===== src/rtl/core/ect_pkg.sv =====
// Shared types and constants for the exposure countdown timer.
// No dependencies.
package ect_pkg;

	localparam logic [5:0] TIME_MAX   = 6'd59;
	localparam logic [5:0] FINISH_LEN = 6'd40;

	// end-phase digit glyphs
	localparam logic [3:0] END_D1 = 4'd11;
	localparam logic [3:0] END_D2 = 4'd12;
	localparam logic [3:0] END_D3 = 4'd13;

	// beeper on windows within the end phase
	localparam logic [5:0] BEEP1_END = 6'd10;
	localparam logic [5:0] BEEP2_BEG = 6'd13;
	localparam logic [5:0] BEEP2_END = 6'd23;
	localparam logic [5:0] BEEP3_BEG = 6'd26;
	localparam logic [5:0] BEEP3_END = 6'd36;

	localparam logic [3:0] BLINK_SET_TH   = 4'd7;
	localparam logic [3:0] BLINK_PAUSE_TH = 4'd5;

	localparam logic [3:0] TPS_RESET = 4'd10;

	localparam logic [3:0] MASK_NONE  = 4'b0000;
	localparam logic [3:0] MASK_END   = 4'b0001;
	localparam logic [3:0] MASK_MIN   = 4'b0011;
	localparam logic [3:0] MASK_SEC   = 4'b1100;
	localparam logic [3:0] MASK_ALL   = 4'b1111;

	typedef enum logic [2:0] {
		CMD_TICK  = 3'd0,
		CMD_UP    = 3'd1,
		CMD_DOWN  = 3'd2,
		CMD_MODE  = 3'd3,
		CMD_START = 3'd4,
		CMD_STOP  = 3'd5,
		CMD_LIGHT = 3'd6
	} cmd_t;

	typedef enum logic [1:0] {
		MODE_NORMAL  = 2'd0,
		MODE_SET_MIN = 2'd1,
		MODE_SET_SEC = 2'd2,
		MODE_PAUSED  = 2'd3
	} mode_t;

	typedef struct packed {
		logic [5:0] mn;
		logic [5:0] sc;
		logic [5:0] smn;
		logic [5:0] ssc;
		logic [3:0] sub;
		mode_t      md;
		logic       run;
		logic       act;
		logic       arm;
		logic       lck;
		logic       lamp;
		logic       ltf;
		logic [5:0] fc;
		logic       fin;
		logic       beep;
	} st_t;

	// result beat layout, highest bit first
	typedef struct packed {
		logic [6:0] pad;
		logic       is_counting;
		logic [1:0] view_mode;
		logic       beeper_on;
		logic       lamp_on;
		logic [3:0] blank_mask;
		logic [3:0] sec_ones;
		logic [3:0] sec_tens;
		logic [3:0] min_ones;
		logic [3:0] min_tens;
	} res_t;

endpackage


===== src/rtl/core/exposure_countdown_timer.sv =====
// Exposure countdown timer: event-driven state update and display decode.
// Depends on ect_pkg.
//
// Usage:
//   Input channel s_*: one beat per event. s_tuser[2:0] is the command
//   (tick, up, down, mode, start/pause, stop, light), s_tdata[3:0] the
//   display blink phase. Each accepted beat yields exactly one result beat
//   on m_*: the four digit codes, blank mask, lamp, beeper, view mode and
//   counting flag of the state after that event.
//   cfg_we/cfg_data write ticks_per_second; write only while idle.
//   Latency: the result is on m_* the cycle after the input beat.
//   Throughput: one beat per cycle while results are taken; the state
//   update is a single combinational pass from the state registers into
//   the state and result registers.
//   Stall: while a result waits with m_tready low, s_tready is low; it
//   rises again in the cycle the result is taken, so no bubble appears.
//   Reset: time, saved time, flags and lamp clear, view is normal,
//   ticks_per_second returns to 10, no result is pending.
module exposure_countdown_timer (
	input  logic        clk,
	input  logic        arst_n,
	input  logic        cfg_we,
	input  logic [3:0]  cfg_data,
	input  logic        s_tvalid,
	output logic        s_tready,
	input  logic [7:0]  s_tdata,   // [3:0] blink_phase, [7:4] zero
	input  logic [2:0]  s_tuser,   // [2:0] cmd
	output logic        m_tvalid,
	input  logic        m_tready,
	// [3:0] min_tens, [7:4] min_ones, [11:8] sec_tens, [15:12] sec_ones,
	// [19:16] blank_mask, [20] lamp_on, [21] beeper_on, [23:22] view_mode,
	// [24] is_counting, [31:25] zero
	output logic [31:0] m_tdata
);

	ect_pkg::st_t  st_q, nx;
	ect_pkg::res_t res, res_q;
	logic [3:0]    tps_q;
	logic          m_valid_q;
	logic          s_acc;
	logic [2:0]    cmd;
	logic [3:0]    phase;
	logic [3:0]    dig [4];
	logic [3:0]    mask;

	function automatic logic tzero(input ect_pkg::st_t s);
		return (s.mn == 6'd0) && (s.sc == 6'd0);
	endfunction

	function automatic logic [5:0] wrap_up(input logic [5:0] v);
		return (v < ect_pkg::TIME_MAX) ? 6'(v + 6'd1) : 6'd0;
	endfunction

	function automatic logic [5:0] wrap_down(input logic [5:0] v);
		logic [5:0] r;
		if (v > ect_pkg::TIME_MAX) r = ect_pkg::TIME_MAX;
		else if (v > 6'd0) r = 6'(v - 6'd1);
		else r = ect_pkg::TIME_MAX;
		return r;
	endfunction

	function automatic ect_pkg::st_t service(input ect_pkg::st_t si, input logic tick,
			input logic [3:0] tps);
		ect_pkg::st_t s;
		logic [3:0]   lim;
		s = si;
		lim = (tps == 4'd0) ? 4'd1 : tps;
		if (!tzero(s)) begin
			s.act = 1'b1;
			s.arm = 1'b1;
			if (!s.run) begin
				s.md = ect_pkg::MODE_PAUSED;
				s.lamp = 1'b0;
			end else begin
				s.md = ect_pkg::MODE_NORMAL;
				s.lamp = 1'b1;
				s.lck = 1'b1;
				if (tick) begin
					s.sub = 4'(s.sub + 4'd1);
					if (s.sub >= lim) begin
						if (s.sc > 6'd0) begin
							s.sc = (s.sc > ect_pkg::TIME_MAX) ? ect_pkg::TIME_MAX
								: 6'(s.sc - 6'd1);
						end else begin
							s.sc = ect_pkg::TIME_MAX;
							s.mn = 6'(s.mn - 6'd1);
						end
						s.sub = 4'd0;
					end
					if (tzero(s)) begin
						s.lamp = 1'b0;
						s.fin = 1'b1;
						s.fc = 6'd0;
					end
				end
			end
		end
		return s;
	endfunction

	function automatic ect_pkg::st_t finish_tick(input ect_pkg::st_t si);
		ect_pkg::st_t s;
		logic [5:0]   n;
		s = si;
		n = 6'(s.fc + 6'd1);
		s.fc = n;
		s.beep = (n <= ect_pkg::BEEP1_END)
			|| (n >= ect_pkg::BEEP2_BEG && n <= ect_pkg::BEEP2_END)
			|| (n >= ect_pkg::BEEP3_BEG && n <= ect_pkg::BEEP3_END);
		if (n >= ect_pkg::FINISH_LEN) begin
			s.fin = 1'b0;
			s.fc = 6'd0;
			s.lck = 1'b0;
			s.act = 1'b0;
			s.run = 1'b0;
		end
		return s;
	endfunction

	// tens digit of a value up to 63 by compare chain
	function automatic logic [3:0] tens_of(input logic [5:0] v);
		logic [3:0] t;
		if (v >= 6'd60) t = 4'd6;
		else if (v >= 6'd50) t = 4'd5;
		else if (v >= 6'd40) t = 4'd4;
		else if (v >= 6'd30) t = 4'd3;
		else if (v >= 6'd20) t = 4'd2;
		else if (v >= 6'd10) t = 4'd1;
		else t = 4'd0;
		return t;
	endfunction

	function automatic logic [3:0] ones_of(input logic [5:0] v);
		logic [5:0] r;
		r = 6'(v - 6'(tens_of(v)) * 6'd10);
		return r[3:0];
	endfunction

	assign cmd      = s_tuser;
	assign phase    = s_tdata[3:0];
	assign s_tready = !m_valid_q || m_tready;
	assign s_acc    = s_tvalid && s_tready;

	always_comb begin
		nx = st_q;
		if (st_q.fin) begin
			if (cmd == ect_pkg::CMD_TICK) nx = finish_tick(nx);
		end else begin
			case (cmd)
				ect_pkg::CMD_UP, ect_pkg::CMD_DOWN: begin
					if (!nx.lck) begin
						if (nx.md == ect_pkg::MODE_SET_MIN)
							nx.mn = (cmd == ect_pkg::CMD_UP) ? wrap_up(nx.mn) : wrap_down(nx.mn);
						else if (nx.md == ect_pkg::MODE_SET_SEC)
							nx.sc = (cmd == ect_pkg::CMD_UP) ? wrap_up(nx.sc) : wrap_down(nx.sc);
						nx.smn = nx.mn;
						nx.ssc = nx.sc;
					end
				end
				ect_pkg::CMD_MODE: begin
					if (!nx.lck) begin
						case (nx.md)
							ect_pkg::MODE_NORMAL:  nx.md = ect_pkg::MODE_SET_MIN;
							ect_pkg::MODE_SET_MIN: nx.md = ect_pkg::MODE_SET_SEC;
							default:               nx.md = ect_pkg::MODE_NORMAL;
						endcase
					end
				end
				ect_pkg::CMD_START: begin
					if (!tzero(nx)) begin
						nx.run = !nx.run;
						nx = service(nx, 1'b0, tps_q);
					end
				end
				ect_pkg::CMD_STOP: begin
					if (nx.arm) begin
						nx.act = 1'b0;
						nx.lamp = 1'b0;
						nx.lck = 1'b0;
						nx.arm = 1'b0;
						nx.run = 1'b0;
						nx.md = ect_pkg::MODE_NORMAL;
						nx.mn = nx.smn;
						nx.sc = nx.ssc;
					end else begin
						nx.mn = 6'd0;
						nx.sc = 6'd0;
					end
				end
				ect_pkg::CMD_LIGHT: begin
					if (!nx.lck) begin
						nx.lamp = !nx.ltf;
						nx.ltf = !nx.ltf;
					end
				end
				default: ;
			endcase
			if (nx.act && !nx.fin) nx = service(nx, cmd == ect_pkg::CMD_TICK, tps_q);
		end
	end

	// display decode of the updated state
	always_comb begin
		if (nx.fin) begin
			dig[0] = 4'd0;
			dig[1] = ect_pkg::END_D1;
			dig[2] = ect_pkg::END_D2;
			dig[3] = ect_pkg::END_D3;
			mask   = ect_pkg::MASK_END;
		end else begin
			if (nx.md == ect_pkg::MODE_SET_MIN && phase > ect_pkg::BLINK_SET_TH)
				mask = ect_pkg::MASK_MIN;
			else if (nx.md == ect_pkg::MODE_SET_SEC && phase > ect_pkg::BLINK_SET_TH)
				mask = ect_pkg::MASK_SEC;
			else if (nx.md == ect_pkg::MODE_PAUSED && phase > ect_pkg::BLINK_PAUSE_TH)
				mask = ect_pkg::MASK_ALL;
			else
				mask = ect_pkg::MASK_NONE;
			dig[0] = mask[0] ? 4'd0 : tens_of(nx.mn);
			dig[1] = mask[1] ? 4'd0 : ones_of(nx.mn);
			dig[2] = mask[2] ? 4'd0 : tens_of(nx.sc);
			dig[3] = mask[3] ? 4'd0 : ones_of(nx.sc);
		end
		res             = '0;
		res.min_tens    = dig[0];
		res.min_ones    = dig[1];
		res.sec_tens    = dig[2];
		res.sec_ones    = dig[3];
		res.blank_mask  = mask;
		res.lamp_on     = nx.lamp;
		res.beeper_on   = nx.beep;
		res.view_mode   = nx.md;
		res.is_counting = nx.run;
	end

	always_ff @(posedge clk or negedge arst_n) begin
		if (!arst_n) begin
			st_q      <= '0;
			tps_q     <= ect_pkg::TPS_RESET;
			m_valid_q <= 1'b0;
		end else begin
			if (cfg_we) tps_q <= cfg_data;
			if (s_acc) st_q <= nx;
			if (s_acc) m_valid_q <= 1'b1;
			else if (m_tready) m_valid_q <= 1'b0;
		end
	end

	always_ff @(posedge clk) begin
		if (s_acc) res_q <= res;
	end

	assign m_tvalid = m_valid_q;
	assign m_tdata  = res_q;

endmodule


===== config.mk =====
export PLATFORM = sky130hd
export DESIGN_NAME = exposure_countdown_timer
export DESIGN_NICKNAME = d
export VERILOG_FILES = /design/src/rtl/core/ect_pkg.sv /design/src/rtl/core/exposure_countdown_timer.sv
export SDC_FILE = /design/constraint.sdc
export NUM_CORES = 1
export LEC_CHECK = 0
export ABC_CLOCK_PERIOD_IN_PS = 4960
export BUFFER_PORTS_ARGS = -buffer_cell sky130_fd_sc_hd__buf_2
export CORE_MARGIN = 1.5
export CORE_UTILIZATION = 45
export DETAILED_ROUTE_END_ITERATION = 8
export GPL_TIMING_DRIVEN = 0
export HOLD_SLACK_MARGIN = 0.1
export PLACE_DENSITY = 0.65
export SLEW_MARGIN = 0
export SYNTH_ARGS = -nofsm -noshare
export SYNTH_HDL_FRONTEND = slang
export SYNTH_SLANG_ARGS = --single-unit

===== constraint.sdc =====
create_clock -name clk -period 4.96 [get_ports clk]
set_clock_uncertainty 0.1 [all_clocks]
set_input_delay 0 -clock clk [delete_from_list [all_inputs] [get_ports clk]]
set_output_delay 0 -clock clk [all_outputs]
set_load 0.02 [all_outputs]

==> impl_results.html <==
<table>
<tr><th>Metric</th><th>Value</th></tr>
<tr><th colspan="2">Finish</th></tr>
<tr><td>Fin area</td><td>around 8000 um2</td></tr>
<tr><td>Final Non-Filler Cells</td><td>between 1000 and 1500</td></tr>
<tr><td>Count of inserted antenna diode cells</td><td>0</td></tr>
<tr><td>Proportion of layout cells with a drive suffix above 1</td><td>between 20% and 30%</td></tr>
<tr><td>Area overhead of the layout relative to synthesis</td><td>26.1%</td></tr>
<tr><td>Final-stage net count</td><td>between 900 and 1000</td></tr>
<tr><td>Layout fillers</td><td>between 1000 and 1500</td></tr>
<tr><th colspan="2">Worst setup path</th></tr>
<tr><td>Crit path kind</td><td>register to register</td></tr>
<tr><td>Required time at the endpoint of the critical path</td><td>4.98 ns</td></tr>
<tr><td>Type of destination of the critical path</td><td>register</td></tr>
<tr><td>Maximum fanout along the worst path</td><td>10</td></tr>
<tr><td>Timing startpoint of the critical path</td><td>st_q[32]</td></tr>
<tr><td>Critical Path Start Type</td><td>register</td></tr>
<tr><td>Data arrival time of the critical path</td><td>roughly 5.0 ns</td></tr>
<tr><td>Reg-to-reg critical path startpoint</td><td>st_q[32]</td></tr>
<tr><th colspan="2">Route</th></tr>
<tr><td>Total via count after detailed routing</td><td>6506</td></tr>
<tr><td>Wire length per cell</td><td>slightly below 20 um</td></tr>
<tr><td>Drc violations</td><td>0</td></tr>
<tr><td>Number of nets with antenna violations after routing</td><td>0</td></tr>
<tr><td>1st-pass router iterations</td><td>6</td></tr>
<tr><td>Vias per Instance</td><td>about 6.2</td></tr>
<tr><td>Sum of routed wire length over all layers</td><td>roughly 20000 um</td></tr>
<tr><td>First DRT Iteration DRCs</td><td>between 600 and 700</td></tr>
<tr><th colspan="2">Floorplan</th></tr>
<tr><td>Area of the core</td><td>about 13000 um2</td></tr>
<tr><td>Area of the die</td><td>between 10000 and 15000 um2</td></tr>
<tr><td>Die Y-Extent</td><td>120 um</td></tr>
<tr><td>Starting density of the core</td><td>46.5%</td></tr>
<tr><td>Total number of placement rows</td><td>42</td></tr>
<tr><td>Width of the die</td><td>about 120 um</td></tr>
<tr><td>Count of pins on the block boundary</td><td>54</td></tr>
<tr><th colspan="2">Timing</th></tr>
<tr><td>Worst-case headroom to the max-slew limit</td><td>a little under a fifth</td></tr>
<tr><td>Worst slack on hold paths</td><td>about 0.12 ns</td></tr>
<tr><td>Post-route clock period utilization</td><td>100%</td></tr>
<tr><td>Setup repair after global routing missed its margin</td><td>true</td></tr>
<tr><td>Worst-Margin Slew</td><td>roughly 1.2 ns</td></tr>
<tr><td>Min Tclk post-route</td><td>roughly 5.0 ns</td></tr>
<tr><td>Fmax</td><td>between 200 and 250 MHz</td></tr>
<tr><td>Final Max Tran Viols</td><td>0</td></tr>
<tr><td>Fin. Hold Viols</td><td>0</td></tr>
<tr><td>Endpoints failing setup</td><td>1</td></tr>
<tr><td>Minimum setup slack in the final design</td><td>-0.0112 ns</td></tr>
<tr><th colspan="2">Synth</th></tr>
<tr><td>Part of the Yosys area used for sequential elements</td><td>roughly 31%</td></tr>
<tr><td>Yosys top cell by area</td><td>sky130_fd_sc_hd__dfrtp_1</td></tr>
<tr><td>Top-area cell type share of the netlist area</td><td>19.0%</td></tr>
<tr><td>Count leader, synth</td><td>sky130_fd_sc_hd__nand2_1</td></tr>
<tr><td>Post-synthesis area per instance</td><td>between 8 and 9 um2</td></tr>
<tr><td>Combined area of all synthesized cells</td><td>slightly above 6000 um2</td></tr>
<tr><td>Ranking of synthesized cells by area</td><td>sky130_fd_sc_hd__dfrtp_1, sky130_fd_sc_hd__edfxtp_1, sky130_fd_sc_hd__o21ai_0</td></tr>
<tr><td>Async set-or-reset flop fraction in the synthesized netlist</td><td>68.1%</td></tr>
<tr><td>Predominant post-synthesis flop cell</td><td>sky130_fd_sc_hd__dfrtp_1</td></tr>
<tr><td>EDFF count, synth</td><td>23</td></tr>
<tr><td>Count of state elements after synthesis</td><td>72</td></tr>
<tr><td>List of most frequent post-synthesis cells</td><td>sky130_fd_sc_hd__nand2_1, sky130_fd_sc_hd__o21ai_0, sky130_fd_sc_hd__nor2_1, sky130_fd_sc_hd__dfrtp_1, sky130_fd_sc_hd__a21oi_1</td></tr>
<tr><td>Number of warnings printed during yosys synthesis</td><td>0</td></tr>
<tr><td>Syn Inst Count</td><td>748</td></tr>
<tr><td>Count of unique library cells instantiated by Yosys</td><td>between 90 and 100</td></tr>
<tr><th colspan="2">Place</th></tr>
<tr><td>Placer's final routability congestion estimate</td><td>around 0.97</td></tr>
<tr><td>PortBufs</td><td>38</td></tr>
<tr><td>Post-Place Cell Area</td><td>between 6000 and 7000 um2</td></tr>
<tr><td>Setup slack at placement</td><td>-0.970 ns</td></tr>
<tr><td>Half-perimeter wire length after placement</td><td>14500 um</td></tr>
<tr><td>Placed instance count</td><td>slightly below 1000</td></tr>
<tr><th colspan="2">Global route</th></tr>
<tr><td>Global-route wire length before repair</td><td>between 30000 and 40000 um</td></tr>
<tr><td>Pin count of the biggest net entering global routing</td><td>50</td></tr>
<tr><td>Leftover overflow at the end of global routing</td><td>0</td></tr>
<tr><td>Number of global-route vias before repair</td><td>about 6100</td></tr>
<tr><td>GRT Total Usage</td><td>roughly 29%</td></tr>
<tr><td>Initial antenna violation count</td><td>0</td></tr>
<tr><th colspan="2">CTS</th></tr>
<tr><td>H-tree depth</td><td>3</td></tr>
<tr><td>Clock buffer count from CTS</td><td>9</td></tr>
<tr><td>Master cell of the clock root buffer</td><td>sky130_fd_sc_hd__clkbuf_16</td></tr>
<tr><td>Clock-pin slew of the registers on the worst-case setup and hold paths</td><td>around 0.070 ns</td></tr>
<tr><td>CTS sink count</td><td>72</td></tr>
<tr><td>CTS Buffer Depth</td><td>2</td></tr>
<tr><td>TritonCTS clock tree</td><td>yes</td></tr>
<tr><td>Source-to-sink clock delay at the later pin of the worst-skew pair</td><td>~0.36 ns</td></tr>
<tr><th colspan="2">Power and ir drop</th></tr>
<tr><td>Worst vdd rail ir drop</td><td>approximately 250 uV</td></tr>
<tr><td>Leakage dissipation</td><td>3.14 nW</td></tr>
<tr><td>Overall Power</td><td>around 4.6 mW</td></tr>
<tr><td>Power density cells</td><td>587 nW/um2</td></tr>
<tr><th colspan="2">Hold path</th></tr>
<tr><td>Path type of the worst min-delay path</td><td>input pin to register</td></tr>
<tr><td>Launch instance of the worst min-delay path</td><td>s_tdata[3]</td></tr>
<tr><th colspan="2">Flow run</th></tr>
<tr><td>Max_cap viols</td><td>0</td></tr>
<tr><th colspan="2">Outcome</th></tr>
<tr><td>Run status</td><td>finished, violations left</td></tr>
<tr><td>Violated checks</td><td>setup timing</td></tr>
</table>
## state kept, by name (all words and copies together) (netlist names)
name	count
st_q	44
tps_q	4
m_tvalid	1
m_tdata	23
## routing by layer
| metal | track usage [%] | routed length [um] | up-vias |
|---|---|---|---|
| li1 | - | - | 3037 |
| met2 | 47.7 | 9830 | 267 |
| met4 | 10.7 | 605 | 0 |
| met5 | 0 | 0 | - |
| met1 | 37.3 | 8910 | 3158 |
| met3 | 4.91 | 1230 | 44 |
## critical path: stages, from the launching register on
cell and delay (ns):
sky130_fd_sc_hd__dfrtp_1 0.36, sky130_fd_sc_hd__clkbuf_8 0.16, sky130_fd_sc_hd__inv_6 0.04, sky130_fd_sc_hd__ha_4 0.15
sky130_fd_sc_hd__or4b_4 0.23, sky130_fd_sc_hd__o21ai_2 0.05, sky130_fd_sc_hd__a211o_1 0.35, sky130_fd_sc_hd__a31oi_4 0.22
sky130_fd_sc_hd__ha_2 0.19, sky130_fd_sc_hd__o31ai_1 0.06, sky130_fd_sc_hd__a21oi_1 0.12, sky130_fd_sc_hd__o211a_1 0.19
sky130_fd_sc_hd__and4_4 0.27, sky130_fd_sc_hd__buf_8 0.15, sky130_fd_sc_hd__a41oi_4 0.12, sky130_fd_sc_hd__o211ai_4 0.31
sky130_fd_sc_hd__and2_4 0.22, sky130_fd_sc_hd__o21ai_1 0.07, sky130_fd_sc_hd__or3_1 0.38, sky130_fd_sc_hd__nand2_1 0.09
sky130_fd_sc_hd__ha_2 0.17, sky130_fd_sc_hd__inv_2 0.04, sky130_fd_sc_hd__fa_2 0.37, sky130_fd_sc_hd__inv_2 0.06
sky130_fd_sc_hd__nand2_1 0.05, sky130_fd_sc_hd__mux2i_1 0.14, sky130_fd_sc_hd__nor3_1 0.06
## through the flow
step                setup TNS, ns  utilization (%)
global route               -0.373             58.6
finish                    -0.0112             58.6
detailed placement          -4.05             49.8
CTS                             0             55.3
floorplan                       0                -
global placement            -3.33             49.8
## where the power goes
group          internal (mW)  total, mW  switching (mW)
Combinational           1.23       3.02            1.79
Clock                  0.348      0.649           0.300
Sequential             0.780      0.923           0.143
Total                   2.36       4.59            2.23
## layout by cell type, fill, tap and decap left out, types with 6 or more instances in the layout
cell                            synthesis  routed
sky130_fd_sc_hd__nand2b_1              16      14
sky130_fd_sc_hd__a21o_1                 8       8
sky130_fd_sc_hd__conb_1                 1       8
sky130_fd_sc_hd__inv_1                 35      30
sky130_fd_sc_hd__a211oi_1               8       8
sky130_fd_sc_hd__dfrtp_1               47      42
sky130_fd_sc_hd__nand3_1               27      25
sky130_fd_sc_hd__mux2_2                 8       8
sky130_fd_sc_hd__a31oi_1               12      10
sky130_fd_sc_hd__a22oi_1                8       7
sky130_fd_sc_hd__o22ai_1                6       6
sky130_fd_sc_hd__o21ai_1                4       6
sky130_fd_sc_hd__mux2i_1                7       7
sky130_fd_sc_hd__edfxtp_1              23      23
sky130_fd_sc_hd__a22o_1                 8       8
sky130_fd_sc_hd__ha_1                  18      12
sky130_fd_sc_hd__clkbuf_2               0       8
sky130_fd_sc_hd__inv_2                  2       6
sky130_fd_sc_hd__o21ai_0               69      64
sky130_fd_sc_hd__nor3_1                24      22
sky130_fd_sc_hd__buf_2                  9      47
sky130_fd_sc_hd__nand2_1               85      85
sky130_fd_sc_hd__clkbuf_16              0       9
sky130_fd_sc_hd__and4_1                 8       8
sky130_fd_sc_hd__nor2b_1                8       8
sky130_fd_sc_hd__nand4_1               18      18
sky130_fd_sc_hd__clkbuf_1              32      18
sky130_fd_sc_hd__dlygate4sd3_1          0      17
sky130_fd_sc_hd__xnor2_1                9       8
sky130_fd_sc_hd__a21oi_1               40      36
sky130_fd_sc_hd__nor2_1                48      45
sky130_fd_sc_hd__and3_1                 6       6
sky130_fd_sc_hd__buf_4                 12      64
sky130_fd_sc_hd__o211ai_1               8       8
sky130_fd_sc_hd__o31ai_1               12      11
## cell families (layout without fill, tap and decap cells)
logic type                 after synthesis  in the layout  synth area share, %
AOI/OAI and AO/OA                      251            251                 29.2
DFF                                     72             72                 31.0
and+or+nand+nor                        276            276                 23.0
xor gates and xnor gates                12             12                 1.70
adders and majority gates               22             22                 4.60
buffers and inverters                   97            216                 7.26
other                                    1              8               0.0605
muxes                                   17             17                 3.19
## final cells by class
cell class | count | area (um2) | share of cell area (%)
clock inverter | 7 | 61.3 | 0.784
sequential | 72 | 1930 | 24.6
multi-input combinational | 586 | 4150 | 53.1
clock buffer | 9 | 225 | 2.88
buffer | 55 | 335 | 4.29
timing repair buffer | 107 | 751 | 9.60
tap | 176 | 220 | 2.82
inverter | 38 | 148 | 1.89
## path summary, 6_finish.rpt
check                               to  slack (ns)  cells after the start
setup / recovery            m_tdata[7]       -0.01                     26
max in group asynchronous     st_q[11]        3.59                      2
min in group asynchronous     st_q[19]        0.34                      2
hold reg to reg               st_q[21]        0.39                      2
setup reg to reg            m_tdata[7]       -0.01                     26
hold / removal             m_tdata[16]        0.12                      3
## timing repair
| action | CTS | global route |
|---|---|---|
| gates resized for setup | 41 | 59 |
| hold buffers | 17 | 0 |
| gates cloned | 1 | 0 |
| pin swaps | 13 | 32 |
| buffers inserted | 16 | 36 |
| hold endpoints to repair | 55 | 0 |
| endpoints found under the setup margin | 9 | 4 |
Power figures use the tool's default switching activity.
